File: src/rtl/cct_pkg.sv
// Types, constants and calendar functions shared by the calendar clock files.
`default_nettype none

package cct_pkg;

  // Request codes carried in req_type.
  localparam logic REQ_TICK = 1'b0;
  localparam logic REQ_LOAD = 1'b1;

  // Largest legal value of each counting field.
  localparam logic [5:0] SEC_MAX   = 6'd59;
  localparam logic [5:0] MIN_MAX   = 6'd59;
  localparam logic [4:0] HOUR_MAX  = 5'd23;
  localparam logic [3:0] MONTH_MAX = 4'd12;
  localparam logic [3:0] MONTH_FEB = 4'd2;
  localparam logic [4:0] FEB_LEAP_DAYS = 5'd29;

  // Reset time: the first second of the year 2000.
  localparam logic [15:0] RST_YEAR  = 16'd2000;
  localparam logic [3:0]  RST_MONTH = 4'd1;
  localparam logic [4:0]  RST_DAY   = 5'd1;

  // Divisibility by 25 of a 16-bit year: multiply by the inverse of 25 modulo
  // 2^16; the product stays at or below floor(65535 / 25) exactly for multiples.
  localparam logic [15:0] INV25     = 16'd23593;
  localparam logic [15:0] DIV25_MAX = 16'(65535 / 25);

  typedef struct packed {
    logic [15:0] year;
    logic [3:0]  month;
    logic [4:0]  day;
    logic [4:0]  hour;
    logic [5:0]  minute;
    logic [5:0]  second;
  } time_t;

  typedef struct packed {
    logic        req_type;
    logic [15:0] load_year;
    logic [3:0]  load_month;
    logic [4:0]  load_day;
    logic [4:0]  load_hour;
    logic [5:0]  load_minute;
    logic [5:0]  load_second;
  } in_item_t;

  typedef struct packed {
    logic [15:0] year_out;
    logic [3:0]  month_out;
    logic [4:0]  day_out;
    logic [4:0]  hour_out;
    logic [5:0]  minute_out;
    logic [5:0]  second_out;
    logic        load_error;
  } out_item_t;

  // Days in a common year; codes outside 1 to 12 give zero.
  function automatic logic [4:0] month_days(input logic [3:0] m);
    logic [4:0] d;
    case (m)
      4'd1:    d = 5'd31;
      4'd2:    d = 5'd28;
      4'd3:    d = 5'd31;
      4'd4:    d = 5'd30;
      4'd5:    d = 5'd31;
      4'd6:    d = 5'd30;
      4'd7:    d = 5'd31;
      4'd8:    d = 5'd31;
      4'd9:    d = 5'd30;
      4'd10:   d = 5'd31;
      4'd11:   d = 5'd30;
      4'd12:   d = 5'd31;
      default: d = 5'd0;
    endcase
    return d;
  endfunction

  // Divisible by 4 and not by 100, or divisible by 400 (16 and 25).
  function automatic logic is_leap(input logic [15:0] y);
    logic [15:0] prod;
    logic        div25;
    prod  = y * INV25;
    div25 = (prod <= DIV25_MAX);
    return (y[1:0] == 2'd0) && (!div25 || (y[3:0] == 4'd0));
  endfunction

  function automatic logic [4:0] month_length(input logic [3:0] m, input logic [15:0] y);
    logic [4:0] len;
    len = month_days(m);
    if ((m == MONTH_FEB) && is_leap(y)) begin
      len = FEB_LEAP_DAYS;
    end
    return len;
  endfunction

endpackage

`default_nettype wire

File: src/rtl/cct_channels.sv
// Valid/ready channel interfaces for the request and result beats.
`default_nettype none

interface cct_in_if;
  logic              valid;
  logic              ready;
  cct_pkg::in_item_t data;

  modport source (output valid, output data, input ready);
  modport sink   (input valid, input data, output ready);
endinterface

interface cct_out_if;
  logic               valid;
  logic               ready;
  cct_pkg::out_item_t data;

  modport source (output valid, output data, input ready);
  modport sink   (input valid, input data, output ready);
endinterface

`default_nettype wire

File: src/rtl/cct_next_time.sv
// Next-time logic: one-second carry chain and checked load of all fields.
`default_nettype none

module cct_next_time (
  input  cct_pkg::time_t    cur_i,
  input  cct_pkg::in_item_t item_i,
  output cct_pkg::time_t    nxt_o,
  output logic              err_o
);

  cct_pkg::time_t loaded;
  logic [4:0]     cur_len;
  logic [4:0]     load_len;
  logic           load_ok;

  assign cur_len  = cct_pkg::month_length(cur_i.month, cur_i.year);
  assign load_len = cct_pkg::month_length(item_i.load_month, item_i.load_year);

  assign loaded.year   = item_i.load_year;
  assign loaded.month  = item_i.load_month;
  assign loaded.day    = item_i.load_day;
  assign loaded.hour   = item_i.load_hour;
  assign loaded.minute = item_i.load_minute;
  assign loaded.second = item_i.load_second;

  // The day is judged against the month and year being loaded.
  assign load_ok = (item_i.load_month >= 4'd1) && (item_i.load_month <= cct_pkg::MONTH_MAX)
                && (item_i.load_hour <= cct_pkg::HOUR_MAX)
                && (item_i.load_minute <= cct_pkg::MIN_MAX)
                && (item_i.load_second <= cct_pkg::SEC_MAX)
                && (item_i.load_day >= 5'd1) && (item_i.load_day <= load_len);

  always_comb begin
    nxt_o = cur_i;
    err_o = 1'b0;
    if (item_i.req_type == cct_pkg::REQ_TICK) begin
      if (cur_i.second < cct_pkg::SEC_MAX) begin
        nxt_o.second = cur_i.second + 6'd1;
      end else begin
        nxt_o.second = 6'd0;
        if (cur_i.minute < cct_pkg::MIN_MAX) begin
          nxt_o.minute = cur_i.minute + 6'd1;
        end else begin
          nxt_o.minute = 6'd0;
          if (cur_i.hour < cct_pkg::HOUR_MAX) begin
            nxt_o.hour = cur_i.hour + 5'd1;
          end else begin
            nxt_o.hour = 5'd0;
            if (cur_i.day < cur_len) begin
              nxt_o.day = cur_i.day + 5'd1;
            end else begin
              nxt_o.day = 5'd1;
              if (cur_i.month < cct_pkg::MONTH_MAX) begin
                nxt_o.month = cur_i.month + 4'd1;
              end else begin
                nxt_o.month = 4'd1;
                // The year wraps to zero after 65535.
                nxt_o.year  = cur_i.year + 16'd1;
              end
            end
          end
        end
      end
    end else begin
      if (load_ok) begin
        nxt_o = loaded;
      end else begin
        err_o = 1'b1;
      end
    end
  end

endmodule

`default_nettype wire

File: src/rtl/calendar_clock_tick_top.sv
// Gregorian calendar clock: request channel in, time-and-status result channel out.
//
// Every request beat on in_i produces exactly one result beat on out_o. A tick
// request advances the held time by one second, carrying through minute, hour,
// day (month length from a fixed table, February with 29 days in a leap year),
// month and year; the year wraps from 65535 to 0. A load request checks all six
// fields and takes them all, or rejects them all with load_error set and the
// time left as it was.
//
// The next time is formed combinationally from the held time and the request, so
// the result appears on out_o in the cycle after its request beat is taken. A new
// request is accepted every cycle while the result register is empty or being
// drained; when the receiver stalls with a result pending, in_i.ready drops
// until that result is taken, so nothing is lost or repeated.
//
// Reset sets the time to 2000-01-01 00:00:00 and empties the result register.
`default_nettype none

module calendar_clock_tick_top (
  input  logic     clk_i,
  input  logic     rst_ni,
  cct_in_if.sink   in_i,
  cct_out_if.source out_o
);

  cct_pkg::time_t     time_q;
  cct_pkg::time_t     time_d;
  logic               err_d;
  cct_pkg::out_item_t res_q;
  logic               res_valid_q;
  logic               in_acc;

  assign in_i.ready = !res_valid_q || out_o.ready;
  assign in_acc     = in_i.valid && in_i.ready;

  cct_next_time u_next (
    .cur_i  (time_q),
    .item_i (in_i.data),
    .nxt_o  (time_d),
    .err_o  (err_d)
  );

  always_ff @(posedge clk_i or negedge rst_ni) begin
    if (!rst_ni) begin
      time_q.year   <= cct_pkg::RST_YEAR;
      time_q.month  <= cct_pkg::RST_MONTH;
      time_q.day    <= cct_pkg::RST_DAY;
      time_q.hour   <= 5'd0;
      time_q.minute <= 6'd0;
      time_q.second <= 6'd0;
      res_valid_q   <= 1'b0;
    end else begin
      if (in_acc) begin
        time_q      <= time_d;
        res_valid_q <= 1'b1;
      end else if (out_o.ready) begin
        res_valid_q <= 1'b0;
      end
    end
  end

  always_ff @(posedge clk_i) begin
    if (in_acc) begin
      res_q.year_out   <= time_d.year;
      res_q.month_out  <= time_d.month;
      res_q.day_out    <= time_d.day;
      res_q.hour_out   <= time_d.hour;
      res_q.minute_out <= time_d.minute;
      res_q.second_out <= time_d.second;
      res_q.load_error <= err_d;
    end
  end

  assign out_o.valid = res_valid_q;
  assign out_o.data  = res_q;

  // The held time never leaves the legal ranges of its fields.
  a_time_legal: assert property (@(posedge clk_i) disable iff (!rst_ni)
    (time_q.month >= 4'd1) && (time_q.month <= cct_pkg::MONTH_MAX)
    && (time_q.day >= 5'd1) && (time_q.hour <= cct_pkg::HOUR_MAX)
    && (time_q.minute <= cct_pkg::MIN_MAX) && (time_q.second <= cct_pkg::SEC_MAX))
    else $error("held time out of range");

  // A rejected load leaves the time as it was.
  a_reject_holds: assert property (@(posedge clk_i) disable iff (!rst_ni)
    in_acc && err_d |=> (time_q == $past(time_q)) && out_o.data.load_error)
    else $error("rejected load changed the time");

  // A tick below the top of the minute just steps the second.
  a_tick_step: assert property (@(posedge clk_i) disable iff (!rst_ni)
    in_acc && (in_i.data.req_type == cct_pkg::REQ_TICK)
    && (time_q.second < cct_pkg::SEC_MAX)
    |=> (out_o.data.second_out == $past(time_q.second) + 6'd1)
    && (out_o.data.minute_out == $past(time_q.minute)) && !out_o.data.load_error)
    else $error("tick did not step the second");

  // The result shown is the time that is now held.
  a_result_time: assert property (@(posedge clk_i) disable iff (!rst_ni)
    in_acc |=> out_o.valid && (out_o.data.year_out == time_q.year)
    && (out_o.data.day_out == time_q.day) && (out_o.data.second_out == time_q.second))
    else $error("result does not match held time");

endmodule

`default_nettype wire
File: src/flat_wrapper.sv
// flat-port wrapper written by rule: the top's interface ports become plain ports
module calendar_clock_tick_top_flat 
  (clk_i, rst_ni, in_i_valid, in_i_data, in_i_ready, out_o_valid, out_o_data, out_o_ready);
  cct_in_if in_i_i ();
  cct_out_if out_o_i ();
  input  logic clk_i;
  input  logic rst_ni;
  input wire logic [$bits(in_i_i.valid)-1:0] in_i_valid;
  input wire logic [$bits(in_i_i.data)-1:0] in_i_data;
  output wire logic [$bits(in_i_i.ready)-1:0] in_i_ready;
  output wire logic [$bits(out_o_i.valid)-1:0] out_o_valid;
  output wire logic [$bits(out_o_i.data)-1:0] out_o_data;
  input wire logic [$bits(out_o_i.ready)-1:0] out_o_ready;
  assign in_i_i.valid = in_i_valid;
  assign in_i_i.data = in_i_data;
  assign in_i_ready = in_i_i.ready;
  assign out_o_valid = out_o_i.valid;
  assign out_o_data = out_o_i.data;
  assign out_o_i.ready = out_o_ready;
  calendar_clock_tick_top u_core (.clk_i(clk_i), .rst_ni(rst_ni), .in_i(in_i_i), .out_o(out_o_i));
endmodule
File: config.mk
export PLATFORM = sky130hd
export DESIGN_NAME = calendar_clock_tick_top_flat
export DESIGN_NICKNAME = d
export VERILOG_FILES = /design/src/rtl/cct_pkg.sv /design/src/rtl/cct_channels.sv /design/src/rtl/cct_next_time.sv /design/src/rtl/calendar_clock_tick_top.sv /design/src/flat_wrapper.sv
export SDC_FILE = /design/constraint.sdc
export NUM_CORES = 1
export LEC_CHECK = 0
export BUFFER_PORTS_ARGS = -buffer_cell sky130_fd_sc_hd__buf_4
export CORE_MARGIN = 4
export CORE_UTILIZATION = 45
export DETAILED_ROUTE_END_ITERATION = 12
export HOLD_SLACK_MARGIN = 0.08
export SLEW_MARGIN = 20
export SYNTH_ARGS = -nofsm -noshare
export SYNTH_HDL_FRONTEND = slang
export SYNTH_SLANG_ARGS = --single-unit
File: constraint.sdc
create_clock -name clk_i -period 12.4 [get_ports clk_i]
set_input_delay 0.62 -clock clk_i [delete_from_list [all_inputs] [get_ports clk_i]]
set_output_delay 0.62 -clock clk_i [all_outputs]
set_load 0.01 [all_outputs]
# After elaboration in Yosys (flattened, before gate mapping)

Memory sizes are Yosys's and may differ from the RTL's.
Index checks and enable logic that the tools add are counted.

RAM bits: 0
Bits of input ports: 47
Memories kept: 2
Memory bits (read-only): 160
Logic and storage cells: 79
Flip-flop bits (word level): 86
Output and inout bits: 45
Latch bits: 0

Memory list:

| memory           | words | width | read ports | clocked after Yosys merged registers in | write ports | RTL line      | source |
|---|---|---|---|---|---|---|---|
| (name not given) | 16    | 5     | 1          | 0                                       | 0           | cct_pkg.sv:60 | `case (m)` |
| (name not given) | 16    | 5     | 1          | 0                                       | 0           | cct_pkg.sv:60 |  |

Mux-type cells: 17
Divide/modulo/power cells: 0
Shift operators: 0
Order comparisons: 14
Bitwise logic cells: 0
Add/sub/neg operators: 6
Multipliers: 2
Equality and inequality tests: 2
Reduce and logical (&&, ||, !) cells: 22

Operator list:

| kind                   | count |
|---|---|
| $mux 42                | 2 |
| $mux 36                | 1 |
| $le 16x12->1 const B   | 2 |
| $mul 16x15->16 const B | 2 |
| $mux 30                | 1 |
| $mux 25                | 1 |
| $mux 20                | 1 |
| $mux 5                 | 4 |
| $add 16x1->16 const B  | 1 |
| $mux 16                | 1 |
| $add 6x1->6 const B    | 2 |
| $le 6x6->1 const B     | 2 |
| $lt 6x6->1 const B     | 2 |
| $mux 6                 | 2 |
| $logic_and 1x1->1      | 11 |
| $add 5x1->5 const B    | 2 |
| $eq 4x2->1 const B     | 2 |
| $logic_not 4->1        | 2 |
| $ge 5x1->1 const B     | 1 |
| $le 5x5->1             | 1 |
| $le 5x5->1 const B     | 1 |
| $lt 5x5->1             | 1 |
| $lt 5x5->1 const B     | 1 |
| $add 4x1->4 const B    | 1 |
| other kinds (9)        | 16 |

# Logic depth before layout (Yosys ltp)

Word-level depth: 13
Depth in mapped cells: 29
Mapped depth without buffers: 27

# Cells and area by module

Synthesis repeated with hierarchy kept, for this count alone.

Cell total of the unflattened synthesis: 848
Area total of the unflattened synthesis: 8,742.1 sq um

By module, submodules not included:

| module                  | cells each | area an instance (sq um) | instances | seq. area each (sq um) |
|---|---|---|---|---|
| cct_next_time           | 712        | 5,665.4                  | 1         | 0.0 |
| calendar_clock_tick_top | 136        | 3,076.7                  | 1         | 2,377.3 |

# Worst setup path before layout

Ideal clock, no wire load.

Path kind: register to register
From: register u_core.time_q[28] in the netlist's numbering
To: register u_core.res_q, in the netlist u_core.out_o.data[41], data pin
Period minus slack after synthesis: 6.894 ns
Setup slack: 5.506 ns
Setup time: 0.255 ns
Stages on the path, launching flop included: 25
Buffers on the path: 1
Data arrival time: 6.639 ns
Data required time: 12.145 ns
Path through: dfrtp_1 -> inv_1 -> ha_1 -> ha_1 -> inv_1 -> fa_1 -> fa_1 -> inv_1 -> fa_1 -> ha_1 -> ha_1 -> o311ai_0 -> and3_1 -> nand3_1 -> a31oi_1 -> o31ai_1 -> ha_1 -> a21oi_1 -> o2111ai_1 -> and3_1 -> buf_1 -> o32a_1 -> nand4b_1 -> or4_1 -> and3_1

RTL lines:

| element                | RTL line                      | source |
|---|---|---|
| from (decl)            | calendar_clock_tick_top.sv:26 | `cct_pkg::time_t time_q;` |
| from (signal assigned) | calendar_clock_tick_top.sv:54 | `time_q <= time_d;` |
| to (decl)              | calendar_clock_tick_top.sv:29 | `cct_pkg::out_item_t res_q;` |

==> impl_metrics.json <==
{
  "pre_cts_slack_ps": 4510,
  "worst_ir_drop_vdd_uv": 206,
  "yosysSeqAreaShare_pct": 27.1,
  "start_util_pct": 46.3,
  "drcViolationCount": 0,
  "clock_skew_ps": 15.4,
  "fillers": 1790,
  "drv_cap": 0,
  "nets": 1231,
  "io_pins": 92,
  "grt_pass1_vias": 7333,
  "setup_viol": 0,
  "gp_congestion": 0.891,
  "fin_crit_sh_pct": 64.3,
  "wire_per_inst_um": 19.3,
  "antenna_cells": 0,
  "ctsResizeCount": 0,
  "grt_usage_pct": 22.7,
  "hold_viol": 0,
  "numCtsBuffers": 9,
  "dieWidth_um": 148,
  "startpoint_type": "register",
  "cellPowerDensity_nw_per_um2": 266,
  "port_buffers": 91,
  "timing.final.ws_setup_ps": 4420,
  "synth_async_sr_flop_share_pct": 50.0,
  "route.vias.total": 7501,
  "grt_first_pass_wirelength_um": 39100,
  "cp_max_fo": 13,
  "synth_area_leader_cell": "ha_1",
  "clockRootBuffer": "clkbuf_16",
  "hp-class": "primary input to asynchronous set/reset pin",
  "p_leak_nw": 4.55,
  "critPathArrivalTime_ps": 8090,
  "period_needed_ps": 7980,
  "status": "finished clean",
  "multiInputGateArea_um2": 5870,
  "clk_pin_slew_ps": 70,
  "synth_warnings": 0,
  "hold_ws_ps": 289,
  "rsz0062_at_grt": "false",
  "first_pass_iters": 5,
  "grt_start_max_net_pins": 77,
  "ys_ff_latch": 86,
  "tritoncts": "done",
  "required_ps": 12510,
  "avgSynthCellArea_um2": 9.39,
  "ant_nets": 0,
  "syn_nets": 1156,
  "holdBufCountCts": 0,
  "fin_cells": 1274,
  "critPathKind": "register to register",
  "ys_types": 75,
  "cts_sinks": 86,
  "clock_latency_ps": 360,
  "drt-initial-drc-count": 530,
  "synth_edf_count": 43,
  "die_y_um": 148,
  "die_area_um2": 21800,
  "max_slew_margin_pct": 32.4,
  "core_um2": 19000,
  "antenna_found_initial": 0,
  "synthFlopType": "edfxtp_1",
  "fin_tns_setup_ps": 0,
  "overflow": 0,
  "synth_area_leaders": "ha_1 (20%), edfxtp_1 (15%), dfrtp_1 (10%)",
  "end_kind": "register",
  "drive_above_1_share_pct": 15.1,
  "seqCellArea_um2": 2380,
  "dp.final_hpwl_um": 18900,
  "tightestPinTransition_ps": 1000,
  "vias_per_cell": 5.89,
  "slew_violations": 0,
  "netlist_area_um2": 8780,
  "cts_htree_levels": 3,
  "post_cts_buffers": 0,
  "synth_top_area_share_pct": 19.7,
  "routed_wl_um": 24600,
  "clk_path_buf_depth": 2,
  "syn_inst": 935,
  "rows": 50,
  "fmax_ghz": 0.125,
  "area_growth_pct": 14.4,
  "placed_cells": 1259
}
==> cell usage in the layout, fill, tap and decap left out, drive strengths merged, types with 6 or more instances in the layout <==
master / instances
a211oi: 14
a21o: 6
a21oi: 33
a221o: 6
a22oi: 10
a31oi: 16
and3: 15
buf: 98
clkbuf: 9
dfrtp: 35
dfstp: 8
edfxtp: 43
fa: 36
ha: 138
inv: 109
mux2: 17
mux2i: 7
nand2: 75
nand3: 21
nand4: 9
nor2: 50
nor3: 27
nor3b: 7
nor4: 12
o211ai: 7
o21a: 8
o21ai: 45
o22ai: 9
o31ai: 10
or3: 8
xnor2: 26
==> critical path, cell delays in order, from the launching register on <==
cell	delay (ps)
dfrtp_1	520
inv_1	130
ha_1	310
ha_1	270
inv_1	50
fa_1	500
fa_1	540
inv_1	50
fa_1	470
ha_1	310
ha_1	330
o311ai_0	870
and3_1	270
nand3_1	70
a31oi_1	200
o31ai_1	80
ha_1	350
a21oi_1	80
o2111ai_1	300
and3_1	370
o32a_1	190
nand4b_1	550
or4_1	700
and3_1	180
==> cell type report <==
type / instances / share of cell area, %
Timing Repair Buffer: 98 / 7.33
Inverter: 109 / 4.09
Multi-Input combinational cell: 706 / 58.5
Clock buffer: 9 / 2.24
Clock inverter: 6 / 0.960
Tap cell: 260 / 3.24
Sequential cell: 86 / 23.7
==> worst paths after layout <==
check,startpoint,end,slack (ps),cells past startpoint
min reg2reg,u_core.time_q[35]$_DFFE_PN1P_,u_core.time_q[35]$_DFFE_PN1P_,540,2
max,u_core.time_q[28]$_DFFE_PN0P_,u_core.out_o.data[41]$_DFFE_PP_,4420,23
max in group asynchronous,rst_ni,u_core.time_q[38]$_DFFE_PN0P_,11650,1
max reg2reg,u_core.time_q[28]$_DFFE_PN0P_,u_core.out_o.data[41]$_DFFE_PP_,4420,23
min,rst_ni,u_core.time_q[3]$_DFFE_PN0P_,290,1
min in group clk_i,in_i_valid,u_core.out_o.valid$_DFFE_PN0P_,480,2
==> cell families (layout without fill, tap and decap cells) <==
family,count (synthesis),after routing,share of synthesized area [%]
adder cells (fa/ha/maj),174,174,27.9
XOR/XNOR,33,33,3.61
AND/OR/NAND/NOR,253,253,14.3
buffers and inverters,143,222,6.23
multiplexers,24,24,2.98
AO/OA/AOI/OAI,222,222,17.9
flip-flops,86,86,27.1
==> where the power goes <==
part | internal [W] | switching [W]
clock | 0.000178 | 0.000125
combinational | 0.000845 | 0.00106
sequential | 0.000378 | 0.0000885
total | 0.00140 | 0.00127
==> flip-flops by register name (all words and copies together) (netlist names) <==
register and count:
u_core.out_o.data 43, u_core.out_o.valid 1, u_core.time_q 42
==> stage by stage <==
step | total power (W) | utilization [%] | instance area (um2)
2_1_floorplan | 0.00191 | - | 8780
6_report | 0.00267 | 53.0 | 10000
3_5_place_dp | 0.00235 | 51.2 | 9710
5_1_grt | 0.00296 | 53.0 | 10000
4_1_cts | 0.00268 | 52.9 | 10000
3_3_place_gp | 0.00236 | 51.2 | 9710
==> layer usage <==
metal / vias to the layer above / share of wire, % / GRT usage (%) / routed length, um
met5: - / 0 / 0 / 0
met4: 0 / 2.4 / 6.57 / 587
met3: 44 / 6.2 / 3.62 / 1530
met2: 283 / 46 / 35.9 / 11300
met1: 3584 / 46 / 32.2 / 11300
li1: 3590 / - / - / -
==> cells in the mapped netlist (all sizes together), types with 9 or more instances <==
cell type  instances
o21ai             45
a211oi            14
nand4              9
edfxtp            43
fa                36
nor3              27
ha               138
a31oi             16
o22ai              9
a21oi             33
nand2             75
and3              15
inv              109
nand3             21
mux2              17
o31ai             10
nor2              50
xnor2             26
a22oi             10
clkbuf            30
dfrtp             35
nor4              12
(Power assumes the default switching activity.)
